[config.mk]
export PLATFORM = sky130hd
export DESIGN_NAME = tce_ctrl
export DESIGN_NICKNAME = d
export VERILOG_FILES = /design/src/tce_pkg.sv /design/src/tce_ctrl.sv
export SDC_FILE = /design/constraint.sdc
export NUM_CORES = 1
export LEC_CHECK = 0
export ABC_AREA = 1
export BUFFER_PORTS_ARGS = -buffer_cell sky130_fd_sc_hd__buf_2
export CAP_MARGIN = 20
export CORE_AREA = 3 3 40 42
export CTS_BUF_LIST = sky130_fd_sc_hd__clkbuf_16
export DETAILED_ROUTE_END_ITERATION = 8
export DIE_AREA = 0 0 43 45
export GPL_TIMING_DRIVEN = 1
export SLEW_MARGIN = 20
export SYNTH_ARGS = -nofsm -noshare
export SYNTH_HDL_FRONTEND = slang
export SYNTH_SLANG_ARGS = --single-unit
export TNS_END_PERCENT = 5
[constraint.sdc]
create_clock -name clock -period 1.36 [get_ports clock]
set_input_delay 0.204 -clock clock [delete_from_list [all_inputs] [get_ports clock]]
set_output_delay 0.204 -clock clock [all_outputs]
set_load 0.05 [all_outputs]
[src/tce_pkg.sv]
// Shared constants, codes and controller/datapath interface types for the text console.
// No dependencies; imported by every module of the console.
package tce_pkg;

   // Screen geometry
   localparam int COLUMNS = 80;
   localparam int ROWS    = 25;
   localparam int CELLS   = COLUMNS * ROWS;

   localparam int ADDR_W  = $clog2(CELLS);
   localparam int SWEEP_W = $clog2(CELLS + COLUMNS);
   localparam int COL_W   = $clog2(COLUMNS);
   localparam int ROW_W   = $clog2(ROWS);

   // Transaction field widths
   localparam int OP_W      = 2;
   localparam int CHAR_W    = 8;
   localparam int RCOL_W    = 7;
   localparam int RROW_W    = 5;
   localparam int ATTR_W    = 8;
   localparam int CELL_W    = 16;
   localparam int CUR_COL_W = 7;
   localparam int CUR_ROW_W = 5;

   // Operation codes
   localparam logic [OP_W-1:0] OP_PUT   = 2'd0;
   localparam logic [OP_W-1:0] OP_READ  = 2'd1;
   localparam logic [OP_W-1:0] OP_CLEAR = 2'd2;

   // Character codes with special handling
   localparam logic [CHAR_W-1:0] CH_BS    = 8'h08;
   localparam logic [CHAR_W-1:0] CH_TAB   = 8'h09;
   localparam logic [CHAR_W-1:0] CH_LF    = 8'h0A;
   localparam logic [CHAR_W-1:0] CH_CR    = 8'h0D;
   localparam logic [CHAR_W-1:0] CH_BLANK = 8'h20;

   localparam int              TAB_STEP   = 4;
   localparam logic [ATTR_W-1:0] ATTR_RESET = 8'h0F;

   // Commands from controller to datapath
   typedef struct packed {
      logic capture;
      logic exec;
      logic sweep_step;
      logic load_cr;
      logic load_final;
   } tce_cmd_type;

   // Status from datapath to controller
   typedef struct packed {
      logic [OP_W-1:0] op;
      logic            is_lf;
      logic            need_scroll;
      logic            sweep_last;
      logic            out_free;
   } tce_sts_type;

endpackage

[src/tce_ctrl.sv]
// Controller state machine for the text console: sequences execute, sweep and result loads.
// Depends on tce_pkg for command/status types and operation codes.
module tce_ctrl import tce_pkg::*; (
   input  logic        clock,
   input  logic        reset,
   input  logic        req_valid,
   output logic        req_ready,
   output tce_cmd_type cmd,
   input  tce_sts_type sts
);

   typedef enum logic [4:0] {
      S_IDLE    = 5'b00001,
      S_EXEC    = 5'b00010,
      S_SWEEP   = 5'b00100,
      S_EMIT_CR = 5'b01000,
      S_EMIT    = 5'b10000
   } state_type;

   state_type state_ff, state_in;

   always_comb begin
      state_in  = state_ff;
      req_ready = 1'b0;
      cmd       = '0;
      unique case (state_ff)
         S_IDLE: begin
            req_ready   = 1'b1;
            cmd.capture = req_valid;
            if (req_valid) state_in = S_EXEC;
         end
         S_EXEC: begin
            cmd.exec = 1'b1;
            if (sts.op == OP_CLEAR) begin
               state_in = S_SWEEP;
            end else if (sts.op == OP_PUT && sts.need_scroll) begin
               state_in = S_SWEEP;
            end else if (sts.op == OP_PUT && sts.is_lf) begin
               state_in = S_EMIT_CR;
            end else begin
               state_in = S_EMIT;
            end
         end
         S_SWEEP: begin
            cmd.sweep_step = 1'b1;
            if (sts.sweep_last) begin
               state_in = (sts.op == OP_PUT && sts.is_lf) ? S_EMIT_CR : S_EMIT;
            end
         end
         S_EMIT_CR: begin
            if (sts.out_free) begin
               cmd.load_cr = 1'b1;
               state_in    = S_EMIT;
            end
         end
         S_EMIT: begin
            if (sts.out_free) begin
               cmd.load_final = 1'b1;
               state_in       = S_IDLE;
            end
         end
         default: state_in = S_IDLE;
      endcase
   end

   always_ff @(posedge clock) begin
      if (reset) begin
         state_ff <= S_IDLE;
      end else begin
         state_ff <= state_in;
      end
   end

endmodule

; ---- After elaboration in Yosys (flattened, before gate mapping)
; Cells that the tools add are included.
; Widths: inputs -> output; s select.
[word_totals]
regBits = 5
latchBits = 0
mem_bits_rw = 0
romBits = 0
input_bits = 9
n_memories = 0
[classes]
addsub = 0
multipliers = 0
div = 0
magnitude_cmp = 0
eq_ne = 10
n_shift = 0
muxes = 15
n_bitwise = 0
n_reduce_logical = 4
[ops]
columns = cell, n
row1 = $mux 5, 7
row2 = $pmux 5 s5, 1
row3 = $ne 2x2->1 const B, 4
row4 = $mux 1, 7
row5 = $eq 5x1->1 const B, 1
row6 = $eq 5x2->1 const B, 1
row7 = $eq 5x3->1 const B, 1
row8 = $eq 5x4->1 const B, 1
row9 = $eq 5x5->1 const B, 1
row10 = $reduce_and 4->1, 1
row11 = $eq 2x2->1 const B, 1
row12 = $logic_and 1x1->1, 2
row13 = $logic_not 2->1, 1

; ---- Logic depth before layout (Yosys ltp)
; Gate-level depths: netlist of run 1.
[depth]
depth_word = 6
depth_mapped = 8

; ---- Worst setup path after synthesis of run 1
; Ideal clock, no wire load.
[synth_timing]
path_type = reg-to-output
startpoint = register state_ff[3]
endpoint = output port cmd[1] (netlist bit)
t_arrival_ps = 1302
required_time_ps = 1156
slack_ps = -146
path_stages_with_launch = 5
path_buffers = 0
cell_sequence = dfxtp_1 > inv_1 > nor2_1 > nand3_1 > nor2_1
[synth_lines]
columns = item, line_no
row1 = start: declaration, tce_ctrl.sv:20  ; state_type state_ff, state_in;
row2 = start signal: assignment, tce_ctrl.sv:70  ; state_ff <= state_in;
row3 = end: declaration, tce_ctrl.sv:8  ; output tce_cmd_type cmd,

==> results.tsv, run 1 <==
metric	value	unit
Die Area	1935	um^2
Placer Congestion	0.7610	
Min-Delay Path Class	input port to flip-flop	
Final period util	1.011	
leading area contributor after synthesis	dfxtp_1	
crit path cell chain	nor2_4 > nand3_2 > nor2_2 > buf_6	
drt pass-1 iters	4	
status	finished with violations	
nets	92	
max reg flops	5	
largest net degree at the start of global routing	8	
min Tclk post-route	1.375	ns
vias	449	
mean cell area of the mapped netlist	6.337	um^2
DRC violations left	0	
WL/cell	10.77	um
initial antenna violation count	0	
initial DRC count	12	
Finished Cell Area	651.9	um^2
Port Buf Inserts	14	
Synth Warn #	0	
register bit total from synthesis	5	
Total GRT Usage	0.1190	
area of placed instances	484.2	um^2
worst flop-to-flop path endpoint	state_ff[4]	
detailed-route wire length	1045	um
P_leak	0.3054	nW
CP Launch Type	flip-flop	
flop2flop setup slack	0.12	ns
CTS H-tree depth	1	
Die W	43	um
Yosys cell types	15	
worst vdd ir	0.0006543	V
Ant. Diodes	0	
Starting Density	0.3057	
Setup TNS	-0.01536	ns
worst r2r path cells	8	
Slowest cell on crit path	dfxtp_2	
Relative slew margins	0.8676	
sequential fraction of the synthesis area	0.2548	
Final Max Slew Viols	0	
Setup Viol. Count Final	1	
commonest cells after routing, fill and taps aside	nand2_1 (13), inv_1 (9), buf_2 (8)	
reg2reg start	state_ff[3]	
first-pass GRT wire length	1697	um
slowest stage delay, CP	0.34	ns
clock skew	0.001942	ns
Critical Path Start	state_ff[1]	
synth top area cells	dfxtp_1 (25%), nand2_1 (12%), nor2_4 (11%)	
total gr overflow	0	
# rows	13	
Peak Freq	727.1	MHz
clk slew on worst S/H paths	0.03	ns
core footprint	1285	um^2
max-cap violation count	0	
worst slew pin tran	0.1965	ns
CP Max Fanout	5	
CTS sink cnt	5	
clk root buf	clkbuf_16	
CTS tree	done	
Die Ht	45	um
PwrDens	1244	nW/um^2
Synth Net Count	71	
remaining antenna violation count	0	
post-DP HPWL	694.8	um
clock tree buffer depth	2	
Final WS setup	-0.01536	ns
# IOs	15	
Largest regs	state_ff (5)	
most flop-heavy register	state_ff	
commonest non-fill, non-tap cell in the layout	nand2_1	
crit path to	cmd[1]	
Worst Hold Launch	reset	
worst skew pair latency	0.23	ns
unrepaired setup endpoints after global routing	yes	
Yosys top cell area share	0.2548	
Hold Vio Cnt, Final	0	
Via density	4.629	
Mapped Cells	62	
Synth Cell Area	392.9	um^2
Num CTS Buffers	3	
critical path arrival	1.17	ns
post-cts hold buffer count	0	
critical path class	flip-flop to output pin	
layout cells sized above 1	0.5366	
number of global-route vias before repair	435	
area growth from synthesis to layout	65.92	%
failing checks	negative setup slack	
CP Data Required Time	1.16	ns
Setup crit end kind	output pin	
per-layer routing:
metal | GRT usage | share of wire | vias to the layer above
met5 | 0 | 0 | -
met4 | 0.09036 | 0.016 | 0
met3 | 0.02390 | 0.047 | 2
met2 | 0.1946 | 0.46 | 14
met1 | 0.1370 | 0.47 | 193
li1 | - | - | 240
area by class of cell:
cell class              instances  area [um^2]
clock buffers                   3        75.07
clock inverters                 1        3.754
fillers                       121        633.1
inverters                      11        41.29
multi-input cells              46        279.0
flip-flops and latches          5        107.6
well taps                      15        18.77
repair buffers                 16        126.4
cells in the mapped netlist:
| cell type | instances |
|---|---|
| nand2_1 | 13 |
| inv_1 | 8 |
| nand3_1 | 7 |
| nor2_1 | 6 |
| dfxtp_1 | 5 |
| nand4_1 | 4 |
| nor2_4 | 4 |
| inv_2 | 3 |
| a21oi_2 | 2 |
| nand2_2 | 2 |
| nor2_2 | 2 |
| nor3_1 | 2 |
| o21ai_0 | 2 |
| a21oi_1 | 1 |
| nand3b_1 | 1 |
logic make-up (layout without fill, tap and decap cells):
family,Yosys count,count (layout),share of synthesized area
flops,5,5,0.2548
compound gates,5,5,0.08280
simple gates,41,41,0.5573
buf+inv,11,31,0.1051
what timing repair did:
| action | in CTS | in global routing |
|---|---|---|
| pin swaps | 1 | 5 |
| endpoints found under the setup margin | 6 | 6 |
| resized for setup | 11 | 14 |
| setup buffers | 0 | 2 |
report_power, final:
group / switching, W / internal (W)
logic: 0.000111 / 0.0000610
registers: 0.00000930 / 0.000155
clock network: 0.0000945 / 0.000381
total: 0.000214 / 0.000596
stage by stage:
step	util	std cells	setup WS (ns)	power (W)	hold WS [ns]
final	0.5073	97	-0.01536	0.0008108	0.2090
after global routing	0.5073	97	-0.08007	0.0008466	0.2183
after CTS	0.4606	95	-0.03869	0.0007944	0.2007
after detailed placement	0.3768	91	0.09716	0.0003045	0.4438
after global placement	0.3768	91	0.1218	0.0003046	0.4396
after floorplan	-	62	-0.1308	0.0002697	0.2664
worst max-delay path: cells and delay by family (launching register included):
family                 cells  cell delay, ns
flip-flops                 1            0.34
buffers and inverters      1            0.16
AND/OR/NAND/NOR            3            0.44
worst min path at each step:
stage	slack, ns	end	depth (start not counted)
final	0.21	state_ff[3]	2
after global routing	0.22	state_ff[3]	2
after CTS	0.20	state_ff[3]	2
after detailed placement	0.44	state_ff[3]	2
after global placement	0.44	state_ff[4]	2
after floorplan	0.27	state_ff[3]	1
Note: power is estimated with default switching activity, not from simulation.
==> inputs of run 2 (changes only) <==
Clock period 1.36 ns to 1.63 ns, I/O delays scaled along.
==> results.tsv, run 2 (synthesized netlist as in run 1, its figures left out) <==
metric	value	unit
worst vdd ir	0.0004239	V
first-pass GRT wire length	1511	um
total gr overflow	0	
initial antenna violation count	0	
drt pass-1 iters	4	
Setup TNS	0	ns
# IOs	15	
min Tclk post-route	1.519	ns
Starting Density	0.3057	
post-DP HPWL	735	um
largest net degree at the start of global routing	8	
P_leak	0.2809	nW
Setup crit end kind	output pin	
Ant. Diodes	0	
unrepaired setup endpoints after global routing	no	
worst flop-to-flop path endpoint	state_ff[4]	
Finished Cell Area	563.0	um^2
area growth from synthesis to layout	43.31	%
critical path arrival	1.27	ns
postcts setup bufs	0	
CTS H-tree depth	1	
worst slew pin tran	0.2508	ns
detailed-route wire length	884	um
Largest regs	state_ff (5)	
remaining antenna violation count	0	
vias	431	
fillers	141	
delay-heaviest family, CP	flip-flops	
CP Launch Type	flip-flop	
initial DRC count	3	
reg2reg start	state_ff[3]	
crit path cell chain	inv_1 > nor2_1 > nand3_1 > nor2_1 > clkbuf_4	
Die Area	1935	um^2
Port Buf Inserts	14	
layout cells sized above 1	0.3750	
status	finished clean	
Setup Viol. Count Final	0	
Die Ht	45	um
CTS tree	done	
PwrDens	1150	nW/um^2
critical path class	flip-flop to output pin	
Critical Path Start	state_ff[3]	
# rows	13	
flop2flop setup slack	0.50	ns
clock tree buffer depth	2	
WP buf/inv	2	
worst skew pair latency	0.23	ns
Slowest cell on crit path	dfxtp_1	
register area	100.1	um^2
Final Max Slew Viols	0	
worst r2r path cells	7	
Relative slew margins	0.8340	
Die W	43	um
max reg flops	5	
clk slew on worst S/H paths	0.03	ns
max-cap violation count	0	
Hold Vio Cnt, Final	0	
most flop-heavy register	state_ff	
CTS sink cnt	5	
Total GRT Usage	0.1115	
DRC violations left	0	
Min-Delay Path Class	input port to flip-flop	
slowest stage delay, CP	0.40	ns
Placer Congestion	0.7518	
Worst Hold Launch	reset	
footprint of the multi-input gates	251.5	um^2
crit-path most repeated cell	nor2_1	
CP Max Fanout	3	
Peak Freq	658.4	MHz
area of placed instances	481.7	um^2
WL/cell	9.305	um
Num CTS Buffers	3	
nets	90	
Hold EP	state_ff[4]	
number of global-route vias before repair	374	
CP Data Required Time	1.39	ns
hold-critical path depth	2	
Final period util	0.9318	
Via density	4.537	
commonest cells after routing, fill and taps aside	nand2_1 (13), buf_2 (13), inv_1 (9)	
core footprint	1285	um^2
clk root buf	clkbuf_16	
clock skew	0.0003642	ns
## run 2: cell types whose count changed in the layout (fill, tap and decap cells not counted), moves of 4 or more
cell     delta
buf_2       +5
buf_6       -5
dfxtp_1     +4
nor2_1      +5
nor2_2      -5
## run 2: layout make-up
class | instances | area share
Multi-Input combinational cell | 46 | 0.4467
Timing Repair Buffer | 14 | 0.1289
Clock inverter | 1 | 0.006667
Tap cell | 15 | 0.03333
Sequential cell | 5 | 0.1778
Inverter | 11 | 0.07333
Clock buffer | 3 | 0.1333
## run 2: stage by stage
step | hold slack [ns] | power [W] | utilization | setup WS (ns) | std cells
2_1_floorplan | 0.3069 | 0.0002248 | - | 0.08366 | 62
3_3_place_gp | 0.4828 | 0.0002541 | 0.3749 | 0.3691 | 91
3_5_place_dp | 0.4815 | 0.0002541 | 0.3749 | 0.3272 | 91
4_1_cts | 0.2498 | 0.0006534 | 0.4362 | 0.08068 | 95
5_1_grt | 0.2674 | 0.0006759 | 0.4382 | 0.01017 | 95
6_report | 0.2484 | 0.0006474 | 0.4382 | 0.1111 | 95
## run 2: what timing repair did
item,4_1_cts,5_1_grt
hold buffers,0,0
gates resized for setup,0,1
endpoints found under the setup margin,0,1
## run 2: metal layers
layer | wire (um) | GRT usage
met1 | 399 | 0.1202
met2 | 407 | 0.1766
met3 | 56 | 0.02789
met4 | 22 | 0.1084
met5 | 0 | 0
## run 2: worst max path at each step
stage / end / slack, ns / cells after the start
2_1_floorplan: cmd[1] / 0.08 / 4
3_3_place_gp: cmd[4] / 0.37 / 5
3_5_place_dp: cmd[1] / 0.33 / 5
4_1_cts: cmd[1] / 0.08 / 5
5_1_grt: cmd[1] / 0.01 / 5
6_report: cmd[1] / 0.11 / 5
## run 2: power breakdown
group | switching (W) | total, W | internal, W
Sequential | 0.00000675 | 0.000136 | 0.000129
Clock | 0.0000785 | 0.000396 | 0.000317
Combinational | 0.0000817 | 0.000115 | 0.0000336
Total | 0.000167 | 0.000647 | 0.000481
==> inputs of run 3 (changes only) <==
Settings changed: CTS_BUF_LIST sky130_fd_sc_hd__clkbuf_16 to default.
==> results.tsv, run 3 (synthesized netlist as in run 1, its figures left out) <==
metric	value	unit
Int Power	0.0002566	W
Final WS setup	0.1143	ns
WP buf/inv	3	
DRC violations left	0	
area growth from synthesis to layout	30.57	%
P_leak	0.2543	nW
commonest cells after routing, fill and taps aside	nand2_1 (13), buf_2 (12), inv_1 (8)	
largest net degree at the start of global routing	8	
# IOs	15	
drt pass-1 iters	2	
Worst path depth	5	
Tot Pwr	0.0003940	W
Port Buf Inserts	14	
status	finished clean	
post-DP HPWL	735	um
dpl ws	0.3272	ns
clock tree buffer depth	2	
critical path class	flip-flop to output pin	
Hold Vio Cnt, Final	0	
worst r2r path cells	7	
CP Launch Type	flip-flop	
Largest regs	state_ff (5)	
delay-heaviest family, CP	buffers and inverters	
fillers	146	
WL/cell	8.789	um
total gr overflow	0	
slowest stage delay, CP	0.36	ns
logic gate share of total power	0.296	
crit path to	req_ready	
worst flop-to-flop path endpoint	state_ff[3]	
clk slew on worst S/H paths	0.04	ns
worst slew pin tran	0.2506	ns
CTS sink cnt	5	
Die W	43	um
clk root buf	clkbuf_4	
Switching Share	0.3488	
core footprint	1285	um^2
Setup Viol. Count Final	0	
Placer Congestion	0.7518	
Ant. Diodes	0	
post-CTS resize count	0	
Worst Hold Launch	reset	
commonest non-fill, non-tap cell in the layout	nand2_1	
number of global-route vias before repair	354	
initial DRC count	1	
hold-critical path depth	2	
Setup TNS	0	ns
DP Cell Count	91	
Relative slew margins	0.8341	
crit-path most repeated cell	inv_1	
Critical Path Start	state_ff[0]	
# rows	13	
first-pass GRT wire length	1380	um
Final period util	0.9299	
nets	90	
CTS H-tree depth	1	
Layout Cells excl Fill	95	
CP Data Required Time	1.39	ns
Starting Density	0.3057	
reg2reg start	state_ff[3]	
Die Area	1935	um^2
Net Switching	0.0001374	W
clock skew	0.002942	ns
Via density	4.579	
CTS tree	done	
unrepaired setup endpoints after global routing	no	
Total GRT Usage	0.09734	
Slowest cell on crit path	dfxtp_1	
remaining antenna violation count	0	
crit path cell chain	inv_1 > nor2_1 > nand3_1 > inv_1 > buf_2	
Peak Freq	659.7	MHz
initial antenna violation count	0	
Seq pwr share	0.345	
worst skew pair latency	0.24	ns
Final Max Slew Viols	0	
postcts setup bufs	0	
max-cap violation count	0	
Die Ht	45	um
Min-Delay Path Class	input port to flip-flop	
detailed-route wire length	835	um
Finished Cell Area	513.0	um^2
layout cells sized above 1	0.3750	
clock power share	0.359	
max reg flops	5	
vias	435	
PwrDens	768.1	nW/um^2
Setup crit end kind	output pin	
worst vdd ir	0.0002647	V
most flop-heavy register	state_ff	
area of placed instances	481.7	um^2
min Tclk post-route	1.516	ns
critical path arrival	1.27	ns
flop2flop setup slack	0.50	ns
Num CTS Buffers	3	
post-cts hold buffer count	0	
CP Max Fanout	3	
[run 3: changes by cell type in the layout (fill, tap and decap cells not counted), sizes merged]
cell	delta
clkbuf	+1
inv	-1
[run 3: worst reg2reg max path: stages, from the launching register on]
cell and delay, ns:
dfxtp_1 0.40, inv_1 0.06, nor2_1 0.12, nand4_1 0.15, nand2_1 0.12, nor2_2 0.06, nand2_1 0.07, a21oi_2 0.05
[run 3: routing by layer]
| metal | up-vias | track usage | routed length, um |
|---|---|---|---|
| met5 | - | 0 | 0 |
| met4 | 0 | 0.09036 | 21 |
| met3 | 3 | 0.003984 | 55 |
| met2 | 16 | 0.1587 | 364 |
| met1 | 179 | 0.1154 | 393 |
| li1 | 237 | - | - |
[run 3: cell type report]
cell class | instances | area (um^2) | share of cell area
clock buffers | 4 | 26.28 | 0.05122
flip-flops and latches | 5 | 100.1 | 0.1951
well taps | 15 | 18.77 | 0.03659
repair buffers | 14 | 75.07 | 0.1463
inverters | 11 | 41.29 | 0.08049
multi-input cells | 46 | 251.5 | 0.4902
[run 3: how the worst min path moves through the flow]
stage / end / slack, ns
finish: state_ff[4] / 0.23
global route: state_ff[4] / 0.24
CTS: state_ff[4] / 0.22
detailed placement: state_ff[4] / 0.48
global placement: state_ff[4] / 0.48
floorplan: state_ff[3] / 0.31
[run 3: stage by stage]
stage | hold slack [ns] | util
4_1_cts | 0.2249 | 0.3953
6_report | 0.2282 | 0.3992
5_1_grt | 0.2382 | 0.3992
3_5_place_dp | 0.4815 | 0.3749
2_1_floorplan | 0.3069 | -
3_3_place_gp | 0.4828 | 0.3749
[run 3: power groups by stage]
| stage | clock network [W] | registers [W] | logic [W] |
|---|---|---|---|
| global placement | 0 | 0.000138 | 0.000116 |
| floorplan | 0 | 0.000137 | 0.0000874 |
| finish | 0.000141 | 0.000136 | 0.000117 |
| global route | 0.000153 | 0.000136 | 0.000129 |
| CTS | 0.000147 | 0.000136 | 0.000117 |
| detailed placement | 0 | 0.000138 | 0.000116 |
